$ cat config.mk
export PLATFORM = sky130hd
export DESIGN_NAME = psstore_cell
export DESIGN_NICKNAME = d
export VERILOG_FILES = /design/src/positional_sequence_store_core_defines.svh /design/src/psstore_pkg.sv /design/src/psstore_cell.sv
export SDC_FILE = /design/constraint.sdc
export NUM_CORES = 1
export LEC_CHECK = 0
export ABC_AREA = 0
export BUFFER_PORTS_ARGS = -buffer_cell sky130_fd_sc_hd__buf_2
export CELL_PAD_IN_SITES_DETAIL_PLACEMENT = 1
export CELL_PAD_IN_SITES_GLOBAL_PLACEMENT = 1
export CORE_ASPECT_RATIO = 0.75
export CORE_MARGIN = 1.5
export CORE_UTILIZATION = 33
export DETAILED_ROUTE_END_ITERATION = 10
export GPL_TIMING_DRIVEN = 0
export PLACE_DENSITY = 0.89
export SYNTH_ARGS = -nofsm -noshare
export SYNTH_HDL_FRONTEND = slang
export SYNTH_SLANG_ARGS = --single-unit
export TNS_END_PERCENT = 30
$ cat constraint.sdc
create_clock -name clk -period 5.65 [get_ports clk]
set_input_delay 0.565 -clock clk [delete_from_list [all_inputs] [get_ports clk]]
set_output_delay 0.565 -clock clk [all_outputs]
set_load 0.005 [all_outputs]
$ cat src/positional_sequence_store_core_defines.svh
// ----------------------------------------------------------------------------
// Positional sequence store assertion macros
// Clocked assertion wrappers, compiled out when NO_ASSERTIONS is set.
// ----------------------------------------------------------------------------
`ifndef POSITIONAL_SEQUENCE_STORE_CORE_DEFINES_SVH
`define POSITIONAL_SEQUENCE_STORE_CORE_DEFINES_SVH

`ifndef NO_ASSERTIONS
`define PSS_ASSERT(lbl, clk, rst_n, prop, msg) \
	lbl: assert property (@(posedge clk) disable iff (!rst_n) (prop)) else $error(msg);
`define PSS_ASSERT_IMPL(lbl, clk, rst_n, ante, cons, msg) \
	lbl: assert property (@(posedge clk) disable iff (!rst_n) (ante) |-> (cons)) \
		else $error(msg);
`else
`define PSS_ASSERT(lbl, clk, rst_n, prop, msg)
`define PSS_ASSERT_IMPL(lbl, clk, rst_n, ante, cons, msg)
`endif

`endif

$ cat src/psstore_pkg.sv
// ----------------------------------------------------------------------------
// Positional sequence store package
// Shared widths, codes and the command that steers the row of cells.
// ----------------------------------------------------------------------------
`default_nettype none

package psstore_pkg;

	localparam int DATA_W = 32;
	localparam int CNT_W  = 7;

	localparam logic [1:0] KIND_INSERT = 2'd0;
	localparam logic [1:0] KIND_DELETE = 2'd1;
	localparam logic [1:0] KIND_DUMP   = 2'd2;

	localparam logic [1:0] STATUS_OK    = 2'd0;
	localparam logic [1:0] STATUS_FULL  = 2'd1;
	localparam logic [1:0] STATUS_RANGE = 2'd2;
	localparam logic [1:0] STATUS_EMPTY = 2'd3;

	typedef enum logic [1:0] {
		CELL_HOLD,
		CELL_INSERT,
		CELL_DELETE,
		CELL_ROTATE
	} cell_op_t;

	typedef struct packed {
		cell_op_t              op;
		logic [CNT_W-1:0]      pos;
		logic signed [DATA_W-1:0] value;
		logic [CNT_W-1:0]      last_idx;
	} cell_cmd_t;

	typedef enum logic {
		ST_IDLE,
		ST_DUMP
	} ctrl_state_t;

endpackage

`default_nettype wire

$ cat src/psstore_cell.sv
// ----------------------------------------------------------------------------
// Positional sequence store cell
// Holds one element; on command loads the new value, shifts from its left or right neighbor, or takes the head.
// ----------------------------------------------------------------------------
`default_nettype none

module psstore_cell #(
	parameter int INDEX = 0
) (
	input  wire logic                                  clk,
	input  wire psstore_pkg::cell_cmd_t                cmd,
	input  wire logic signed [psstore_pkg::DATA_W-1:0] left_data,
	input  wire logic signed [psstore_pkg::DATA_W-1:0] right_data,
	input  wire logic signed [psstore_pkg::DATA_W-1:0] head_data,
	output logic signed [psstore_pkg::DATA_W-1:0]      data_q
);

	localparam logic [psstore_pkg::CNT_W-1:0] IDX = psstore_pkg::CNT_W'(INDEX);

	logic signed [psstore_pkg::DATA_W-1:0] data_d;

	always_comb begin
		data_d = data_q;
		case (cmd.op)
			psstore_pkg::CELL_INSERT: begin
				if (IDX == cmd.pos) begin
					data_d = cmd.value;
				end else if (IDX > cmd.pos) begin
					data_d = left_data;
				end
			end
			psstore_pkg::CELL_DELETE: begin
				if (IDX >= cmd.pos) begin
					data_d = right_data;
				end
			end
			psstore_pkg::CELL_ROTATE: begin
				if (IDX == cmd.last_idx) begin
					data_d = head_data;
				end else begin
					data_d = right_data;
				end
			end
			default: begin
				data_d = data_q;
			end
		endcase
	end

	always_ff @(posedge clk) begin
		data_q <= data_d;
	end

endmodule

`default_nettype wire

==> flow_metrics.py <==
metrics = {
    "global_routing": {
        "grt_max_degree": 33,
        "grt_pass1_vias": 3346,
        "overflow": 0,
        "grt_pass1_wl_um": 17100,
        "grtUsageTotal_pct": 25.2,
        "antenna_found_initial": 0,
    },
    "sta": {
        "period_share_pct": 51.2,
        "setup_tns_ns": 0,
        "setup-violations-final": 0,
        "drv_slew": 0,
        "fmax_ghz": 0.346,
        "slew_headroom_pct": 41.8,
        "worst_pin_slew_ns": 0.874,
        "min_period_ns": 2.89,
        "fin_ws_ns": 2.76,
        "rsz0062_at_grt": "false",
        "finalHoldViolCount": 0,
    },
    "power_and_ir_drop": {
        "irDropWorstVdd_mv": 0.115,
        "p_leak_nw": 1.54,
        "power_density_mw_per_mm2": 184,
    },
    "floorplanning": {
        "die_y_um": 82.7,
        "dieWidth_um": 109,
        "die_area_mm2": 0.00903,
        "rows": 28,
        "floorplan.initialDensity_pct": 34.6,
        "ioPinCount": 177,
        "core_mm2": 0.00806,
    },
    "clock_network": {
        "htree_levels": 2,
        "clock_sinks": 32,
        "cts.path.max_buffers": 2,
        "root_buffer": "clkbuf_16",
        "ctsResizeCount": 0,
        "cts_tree": "built",
        "hold_buffers": 0,
        "cts_buffers": 5,
        "clkSlewWorstSetupHoldPaths_ns": 0.06,
        "cts_setup_buffers": 0,
    },
    "logic_synthesis": {
        "syn_nets": 415,
        "ys_seq_area_share_pct": 34.4,
        "syn_area_mm2": 0.00279,
        "async_reset_ff_share_pct": 0,
        "ys_types": 22,
        "syn_inst": 270,
        "synth_edf_count": 32,
        "ys_ff_latch": 32,
        "avgSynthCellArea_um2": 10.3,
        "yosys_most_used_dff": "edfxtp_1",
        "ys.warnings.count": 0,
    },
    "placement": {
        "place_congestion": 0.828,
        "dp_hpwl_um": 8830,
        "place_area_mm2": 0.00380,
        "io_buffer_count": 175,
        "place_ws_ns": 2.47,
    },
    "outcome": {
        "status": "complete, no violations",
    },
    "cells_and_area": {
        "final_common_cell": "buf_2",
        "drive_gt1_share_pct": 53.4,
        "design_area_mm2": 0.00394,
        "final_nets": 597,
        "syn_to_final_growth_pct": 41.0,
        "antennaDiodeCount": 0,
        "top_register": "data_q",
        "largest_register_ffs": 32,
        "largest_registers": "data_q x32",
    },
    "hold_path": {
        "min_delay_worst_endpoint": "data_q[25]",
        "hold_depth": 3,
        "min_path_type": "in2reg",
        "worstHoldStart": "cmd[32]",
    },
    "drt": {
        "wl_per_cell_um": 20.5,
        "drcViolationCount": 0,
        "dr.pass1.iters": 4,
        "antenna_left": 0,
        "wl_um": 11500,
        "via_per_inst": 5.74,
        "drt_iter0_drc": 180,
        "vias": 3202,
    },
    "critical_path": {
        "worstPathArrival_ns": 2.79,
        "cp.required_ns": 5.54,
        "worst-path-max-fanout": 32,
        "endpoint_kind": "flip-flop",
        "crit_type": "in2reg",
        "cp-start-kind": "input port",
    },
    "run": {
        "cap_violations": 0,
    },
}
==> area by class of cell <==
| type | count | area (µm²) |
|---|---|---|
| Multi-Input combinational cell | 200 | 1640 |
| Sequential cell | 32 | 961 |
| Timing Repair Buffer | 175 | 876 |
| Buffer | 38 | 196 |
| Tap cell | 105 | 131 |
| Fill cell | 980 | 4120 |
| Clock inverter | 1 | 3.75 |
| Clock buffer | 7 | 133 |
==> worst max-delay path: stages <==
cell and delay [ns]:
buf_2 0.12, nor4_4 0.49, and2_0 0.19, clkbuf_1 0.25, buf_2 0.31, maj3_2 0.83
==> worst max path at each step <==
stage / to / from
after CTS: data_q[3] / cmd[43]
after floorplan: data_q[0] / cmd[42]
after detailed placement: data_q[8] / cmd[42]
after global placement: data_q[4] / cmd[43]
final: data_q[3] / cmd[42]
after global routing: data_q[0] / cmd[42]
==> synthesized netlist by cell type (2+ instances only) <==
| master | n | area, µm² |
|---|---|---|
| nor4b_1 | 2 | 17.5 |
| a2111oi_0 | 12 | 105 |
| a21oi_1 | 32 | 160 |
| a2111oi_1 | 13 | 130 |
| buf_2 | 13 | 65.1 |
| a211oi_1 | 32 | 240 |
| buf_4 | 2 | 15.0 |
| nor2_1 | 32 | 120 |
| buf_6 | 4 | 45.0 |
| nand2b_1 | 32 | 200 |
| nor4b_2 | 30 | 450 |
| a2111oi_2 | 7 | 105 |
| clkbuf_1 | 19 | 71.3 |
| edfxtp_1 | 32 | 961 |
==> through the flow <==
step | cells | total power (W) | utilization, % | hold WS, ns
after global placement | 550 | 0.000461 | 47.1 | 0.957
final | 558 | 0.000724 | 48.9 | 0.713
after floorplan | 270 | 0.000369 | - | 0.878
after detailed placement | 550 | 0.000467 | 47.2 | 0.957
after CTS | 558 | 0.000728 | 48.9 | 0.707
after global routing | 558 | 0.000753 | 48.9 | 0.723
==> power by group <==
| part | leakage (nW) | total [W] | switching, W | internal [W] |
|---|---|---|---|---|
| sequential | 0.306 | 0.000289 | 0.00000511 | 0.000284 |
| clock | 0.0655 | 0.000261 | 0.0000989 | 0.000162 |
| combinational | 1.17 | 0.000173 | 0.0000909 | 0.0000824 |
| total | 1.54 | 0.000724 | 0.000195 | 0.000529 |
==> per-layer routing <==
| layer | global-route usage (%) | share of wire [%] | wire length, µm | vias up |
|---|---|---|---|---|
| li1 | - | - | - | 1451 |
| met1 | 31.5 | 42 | 4850 | 1555 |
| met2 | 43.4 | 47 | 5390 | 170 |
| met3 | 5.49 | 8.5 | 972 | 26 |
| met4 | 8.18 | 2.2 | 250 | 0 |
| met5 | 0 | 0 | 0 | - |
==> cell families (layout without fill, tap and decap cells) <==
kind of cell    Yosys count  count (layout)  share of synthesized area (%)
flops                    32              32                           34.4
compound gates           96              96                           26.5
fa+ha+maj                 1               1                          0.359
buf+inv                  38             221                           7.04
simple gates            103             103                           31.6
Note: power is estimated with default switching activity, not from simulation.
