### config.mk
export PLATFORM = sky130hd
export DESIGN_NAME = psstore_ctrl
export DESIGN_NICKNAME = d
export VERILOG_FILES = /design/src/psstore_pkg.sv /design/src/psstore_ctrl.sv
export VERILOG_INCLUDE_DIRS = /design/src /design/src/src
export SDC_FILE = /design/constraint.sdc
export NUM_CORES = 1
export LEC_CHECK = 0
export BUFFER_PORTS_ARGS = -buffer_cell sky130_fd_sc_hd__buf_2
export CAP_MARGIN = 40
export CORE_MARGIN = 4
export CORE_UTILIZATION = 35
export DETAILED_ROUTE_END_ITERATION = 6
export PLACE_DENSITY = 0.66
export SLEW_MARGIN = 20
export SYNTH_ARGS = -nofsm -noshare
export SYNTH_HDL_FRONTEND = slang
export SYNTH_SLANG_ARGS = --single-unit
### constraint.sdc
create_clock -name clk -period 2.5 [get_ports clk]
set_input_delay 0.375 -clock clk [delete_from_list [all_inputs] [get_ports clk]]
set_output_delay 0.375 -clock clk [all_outputs]
set_load 0.05 [all_outputs]
### src/positional_sequence_store_core_defines.svh
// ----------------------------------------------------------------------------
// Positional sequence store assertion macros
// Clocked assertion wrappers, compiled out when NO_ASSERTIONS is set.
// ----------------------------------------------------------------------------
`ifndef POSITIONAL_SEQUENCE_STORE_CORE_DEFINES_SVH
`define POSITIONAL_SEQUENCE_STORE_CORE_DEFINES_SVH

`ifndef NO_ASSERTIONS
`define PSS_ASSERT(lbl, clk, rst_n, prop, msg) \
	lbl: assert property (@(posedge clk) disable iff (!rst_n) (prop)) else $error(msg);
`define PSS_ASSERT_IMPL(lbl, clk, rst_n, ante, cons, msg) \
	lbl: assert property (@(posedge clk) disable iff (!rst_n) (ante) |-> (cons)) \
		else $error(msg);
`else
`define PSS_ASSERT(lbl, clk, rst_n, prop, msg)
`define PSS_ASSERT_IMPL(lbl, clk, rst_n, ante, cons, msg)
`endif

`endif

### src/psstore_pkg.sv
// ----------------------------------------------------------------------------
// Positional sequence store package
// Shared widths, codes and the command that steers the row of cells.
// ----------------------------------------------------------------------------
`default_nettype none

package psstore_pkg;

	localparam int DATA_W = 32;
	localparam int CNT_W  = 7;

	localparam logic [1:0] KIND_INSERT = 2'd0;
	localparam logic [1:0] KIND_DELETE = 2'd1;
	localparam logic [1:0] KIND_DUMP   = 2'd2;

	localparam logic [1:0] STATUS_OK    = 2'd0;
	localparam logic [1:0] STATUS_FULL  = 2'd1;
	localparam logic [1:0] STATUS_RANGE = 2'd2;
	localparam logic [1:0] STATUS_EMPTY = 2'd3;

	typedef enum logic [1:0] {
		CELL_HOLD,
		CELL_INSERT,
		CELL_DELETE,
		CELL_ROTATE
	} cell_op_t;

	typedef struct packed {
		cell_op_t              op;
		logic [CNT_W-1:0]      pos;
		logic signed [DATA_W-1:0] value;
		logic [CNT_W-1:0]      last_idx;
	} cell_cmd_t;

	typedef enum logic {
		ST_IDLE,
		ST_DUMP
	} ctrl_state_t;

endpackage

`default_nettype wire

### src/psstore_ctrl.sv
// ----------------------------------------------------------------------------
// Positional sequence store controller
// Decodes transactions, keeps the count, steers the cells, registers results.
// ----------------------------------------------------------------------------
`default_nettype none
`include "positional_sequence_store_core_defines.svh"

module psstore_ctrl #(
	parameter int CAPACITY = 64
) (
	input  wire logic                                  clk,
	input  wire logic                                  arst_n,
	input  wire logic                                  in_valid,
	output logic                                       in_ready,
	input  wire logic [1:0]                            kind,
	input  wire logic [psstore_pkg::CNT_W-1:0]         position,
	input  wire logic signed [psstore_pkg::DATA_W-1:0] value,
	output logic                                       out_valid,
	input  wire logic                                  out_ready,
	output logic [1:0]                                 status,
	output logic signed [psstore_pkg::DATA_W-1:0]      element,
	output logic [psstore_pkg::CNT_W-1:0]              count,
	output logic                                       last,
	input  wire logic signed [psstore_pkg::DATA_W-1:0] head_data,
	output psstore_pkg::cell_cmd_t                     cmd
);

	localparam logic [psstore_pkg::CNT_W-1:0] CAP = psstore_pkg::CNT_W'(CAPACITY);

	psstore_pkg::ctrl_state_t state_q, state_d;
	logic [psstore_pkg::CNT_W-1:0] count_q, count_d;
	logic [psstore_pkg::CNT_W-1:0] idx_q, idx_d;
	logic                          out_valid_q;
	logic [1:0]                    status_q, status_d;
	logic signed [psstore_pkg::DATA_W-1:0] element_q, element_d;
	logic [psstore_pkg::CNT_W-1:0] cnt_q, cnt_d;
	logic                          last_q, last_d;
	logic                          slot_free;
	logic                          accept;
	logic                          load;

	always_comb begin
		slot_free = !out_valid_q || out_ready;
		in_ready  = (state_q == psstore_pkg::ST_IDLE) && slot_free;
		accept    = in_valid && in_ready;
		state_d   = state_q;
		count_d   = count_q;
		idx_d     = idx_q;
		load      = 1'b0;
		status_d  = psstore_pkg::STATUS_OK;
		element_d = '0;
		cnt_d     = count_q;
		last_d    = 1'b1;
		cmd.op       = psstore_pkg::CELL_HOLD;
		cmd.pos      = (position > count_q) ? count_q : position;
		cmd.value    = value;
		cmd.last_idx = count_q - 1'b1;
		case (state_q)
			psstore_pkg::ST_IDLE: begin
				if (accept) begin
					case (kind)
						psstore_pkg::KIND_INSERT: begin
							load = 1'b1;
							if (count_q == CAP) begin
								status_d = psstore_pkg::STATUS_FULL;
							end else begin
								cmd.op  = psstore_pkg::CELL_INSERT;
								count_d = count_q + 1'b1;
								cnt_d   = count_d;
							end
						end
						psstore_pkg::KIND_DELETE: begin
							load = 1'b1;
							if (position >= count_q) begin
								status_d = psstore_pkg::STATUS_RANGE;
							end else begin
								cmd.op  = psstore_pkg::CELL_DELETE;
								count_d = count_q - 1'b1;
								cnt_d   = count_d;
							end
						end
						psstore_pkg::KIND_DUMP: begin
							if (count_q == '0) begin
								load     = 1'b1;
								status_d = psstore_pkg::STATUS_EMPTY;
							end else begin
								state_d = psstore_pkg::ST_DUMP;
								idx_d   = '0;
							end
						end
						default: begin
							load = 1'b0;
						end
					endcase
				end
			end
			psstore_pkg::ST_DUMP: begin
				if (slot_free) begin
					load      = 1'b1;
					element_d = head_data;
					last_d    = (idx_q == count_q - 1'b1);
					cmd.op    = psstore_pkg::CELL_ROTATE;
					idx_d     = idx_q + 1'b1;
					if (last_d) begin
						state_d = psstore_pkg::ST_IDLE;
					end
				end
			end
			default: begin
				state_d = psstore_pkg::ST_IDLE;
			end
		endcase
	end

	always_ff @(posedge clk or negedge arst_n) begin
		if (!arst_n) begin
			state_q     <= psstore_pkg::ST_IDLE;
			count_q     <= '0;
			idx_q       <= '0;
			out_valid_q <= 1'b0;
		end else begin
			state_q <= state_d;
			count_q <= count_d;
			idx_q   <= idx_d;
			if (load) begin
				out_valid_q <= 1'b1;
			end else if (out_ready) begin
				out_valid_q <= 1'b0;
			end
		end
	end

	always_ff @(posedge clk) begin
		if (load) begin
			status_q  <= status_d;
			element_q <= element_d;
			cnt_q     <= cnt_d;
			last_q    <= last_d;
		end
	end

	assign out_valid = out_valid_q;
	assign status    = status_q;
	assign element   = element_q;
	assign count     = cnt_q;
	assign last      = last_q;

	`PSS_ASSERT(a_count_cap, clk, arst_n, count_q <= CAP, "count above capacity")
	`PSS_ASSERT_IMPL(a_dump_nonempty, clk, arst_n, state_q == psstore_pkg::ST_DUMP, count_q != '0, "dump with empty store")
	`PSS_ASSERT_IMPL(a_dump_idx, clk, arst_n, state_q == psstore_pkg::ST_DUMP, idx_q < count_q, "dump index past end")
	`PSS_ASSERT_IMPL(a_insert_grow, clk, arst_n, accept && kind == psstore_pkg::KIND_INSERT && count_q != CAP, ##1 count_q == $past(count_q) + 1'b1, "insert did not grow count")

endmodule

`default_nettype wire

==> impl_metrics.tcl <==
set metrics [dict create \
    cp-startpoint "count_q[1]$_DFF_PN0_" \
    vias 2927 \
    rrSetupSlack_ns 0.11 \
    dp_slack_ns 0.0646 \
    min_from "head_data[11]" \
    drt_wl_total_um 9680 \
    antenna_found_initial 0 \
    powerDensity_mw_per_mm2 1270 \
    grt_pass1_vias 2768 \
    first_iter_violations 192 \
    place_congestion 0.804 \
    syn_area_per_cell_sq_um 10.4 \
    drive_gt1_share_pct 45.7 \
    grt_remaining_overflow 0 \
    violations "negative setup slack" \
    setup_viol_count_final 7 \
    critPathTopFamily "buffers and inverters" \
    synth_cell_types 51 \
    yosys_register_bits 58 \
    fin_crit_ns 2.58 \
    antennaDiodeCount 0 \
    setup_tns_ns -0.516 \
    synth_cells 328 \
    numClockSinks 58 \
    tightest_slew_ns 0.494 \
    synthArstFlopShare_pct 27.6 \
    r2r_cells 11 \
    hold_path_end "element[11]$_SDFFCE_PN0P_" \
    nets 523 \
    path_class "reg2out" \
    yosysWarnings 0 \
    startpoint_type "register" \
    ys.flop_type "edfxtp_1" \
    finalHoldViolCount 0 \
    hp-class "in2reg" \
    cts_buffers 9 \
    final_area_sq_mm 0.00460 \
    start_util_pct 36.4 \
    clk_latency_ns 0.34 \
    place_area_sq_mm 0.00407 \
    grt_max_degree 43 \
    max_stage_delay_ns 0.40 \
    die_area_sq_mm 0.0114 \
    ant_nets 0 \
    synth-edff-count 42 \
    dr.pass1.iters 4 \
    maxCapViolCount 0 \
    r2r_start "count_q[3]$_DFF_PN0_" \
    io_buffers 104 \
    arrival_ns 2.21 \
    fp.dieW_um 107 \
    pin_count 169 \
    critical_path_buf_inv_count 3 \
    h-tree-depth 3 \
    layout_commonest_cell "buf_2" \
    status "finished with violations" \
    finalWorstSetupSlack_ns -0.0821 \
    layout_common_cells "buf_2, edfxtp_1, buf_4, and3_1, nand2_1" \
    slowest_stage "dfrtp_1" \
    grt_use_total_pct 16.5 \
    dp_hpwl_um 7100 \
    wl_met1_um 4240 \
    worstPathRequired_ns 2.12 \
    wl_met2_um 4190 \
    clk_pin_slew_ns 0.07 \
    fin_util_pct 49.1 \
    vias_per_cell 5.14 \
    syn_area_sq_mm 0.00342 \
    vdd_drop_max_uv 546 \
    drcViolationCount 0 \
    min_period_over_period_pct 103 \
    met3_length_um 1030 \
    cp_max_fo 7 \
    area.growth.synth_to_final_pct 34.7 \
    rsz0062_at_grt "yes" \
    p_leak_nw 2.01 \
    die_h_um 107 \
    cts_tree "done" \
    clk_path_buf_depth 2 \
    r2r_end "count[4]$_DFFE_PP_" \
    holdWs_ns 0.349 \
    path_cells "inv_2 -> ha_4 -> nor2b_4 -> o21ai_2 -> a21oi_4 -> o22ai_2 -> buf_6 -> mux2_4 -> buf_8" \
    highest_layer "met4" \
    relSlewSlack_pct 67.1 \
    ys_seq_area_share_pct 48.6 \
    slew_violations 0 \
    wl_per_cell_um 17.0 \
    max_freq_ghz 0.387 \
    grt_pass1_wl_um 14800 \
    syn_nets 416 \
    rows 35 \
    core-area_sq_mm 0.00937 \
    cts_root_buf "clkbuf_8" \
    finClkSkew_ns 0.0106 \
    worstSetupEndpointType "output pin" \
    whs_path_depth 2 \
]
## layer usage
metal	GRT usage, %	up-vias
met1	22.5	1367
met5	0	-
li1	-	1377
met2	24.7	156
met4	6.48	0
met3	4.52	27
## state kept, by name, indices dropped and copies added, names as in the netlist
signal and flops:
count 7, count_q 7, element 32, idx_q 7, last 1, out_valid 1, state_q 1, status 2
## worst max-delay path by stage
stage | slack [ns] | end | cells after the start
2_1_floorplan | -0.11 | cmd[39] | 7
5_1_grt | -0.15 | cmd[43] | 9
3_5_place_dp | 0.06 | cmd[40] | 9
4_1_cts | -0.11 | cmd[40] | 9
3_3_place_gp | 0.09 | cmd[47] | 9
6_report | -0.08 | cmd[43] | 9
## final cells by class
| type | count | area (sq um) |
|---|---|---|
| clock buffer | 9 | 124 |
| clock inverter | 7 | 70.1 |
| sequential | 58 | 1660 |
| fill | 896 | 4770 |
| inverter | 13 | 52.6 |
| timing repair buffer | 144 | 927 |
| tap | 129 | 161 |
| multi-input combinational | 209 | 1600 |
## timing repair
item	in CTS	in global routing
gates resized for setup	49	13
pin swaps	6	7
hold buffers	1	0
hold endpoints to repair	16	0
setup endpoints to repair	11	16
buffers inserted	5	4
## report_power, final
part,total [W],internal (W),switching [W]
combinational,0.00341,0.00109,0.00233
clock,0.000844,0.000456,0.000389
sequential,0.00160,0.00145,0.000158
## stage by stage
| step | std cells | total power (W) |
|---|---|---|
| floorplan | 328 | 0.00402 |
| global placement | 543 | 0.00470 |
| detailed placement | 543 | 0.00472 |
| CTS | 565 | 0.00585 |
| global route | 569 | 0.00618 |
| finish | 569 | 0.00586 |
## kinds of logic after synthesis
family | after synthesis | synth area share, %
adders and majority gates | 11 | 4.03
AOI/OAI and AO/OA | 52 | 9.93
xor gates and xnor gates | 15 | 3.85
muxes | 7 | 2.27
buffers and inverters | 61 | 10.5
DFF | 58 | 48.6
and+or+nand+nor | 124 | 20.8
## synth_stat cells (4+ instances only)
cell / count / area [sq um]
o21ai_0: 10 / 50.1
nand3_1: 11 / 55.1
inv_1: 13 / 48.8
and3_1: 36 / 225
dfrtp_1: 16 / 400
o211ai_1: 7 / 52.6
nand2b_1: 5 / 31.3
edfxtp_1: 42 / 1260
a21oi_1: 12 / 60.1
nor2_1: 14 / 52.6
xor2_1: 5 / 43.8
nand2_1: 23 / 86.3
buf_4: 32 / 240
mux2_2: 6 / 67.6
ha_1: 11 / 138
o21ai_1: 4 / 20.0
nor3_1: 5 / 25.0
nor2b_1: 6 / 37.5
nand4_1: 5 / 31.3
xnor2_1: 10 / 87.6
clkbuf_1: 13 / 48.8
or3_1: 4 / 25.0
## worst register-to-register path: stages, from the launching register on
cell and delay (ns):
dfrtp_1 0.42, inv_2 0.08, ha_4 0.26, nand4_1 0.10, buf_4 0.15, buf_4 0.13, nor2_4 0.11, a21oi_2 0.08
buf_4 0.15, buf_4 0.15, and4_1 0.16, or3_1 0.34
Power figures use the tool's default switching activity.
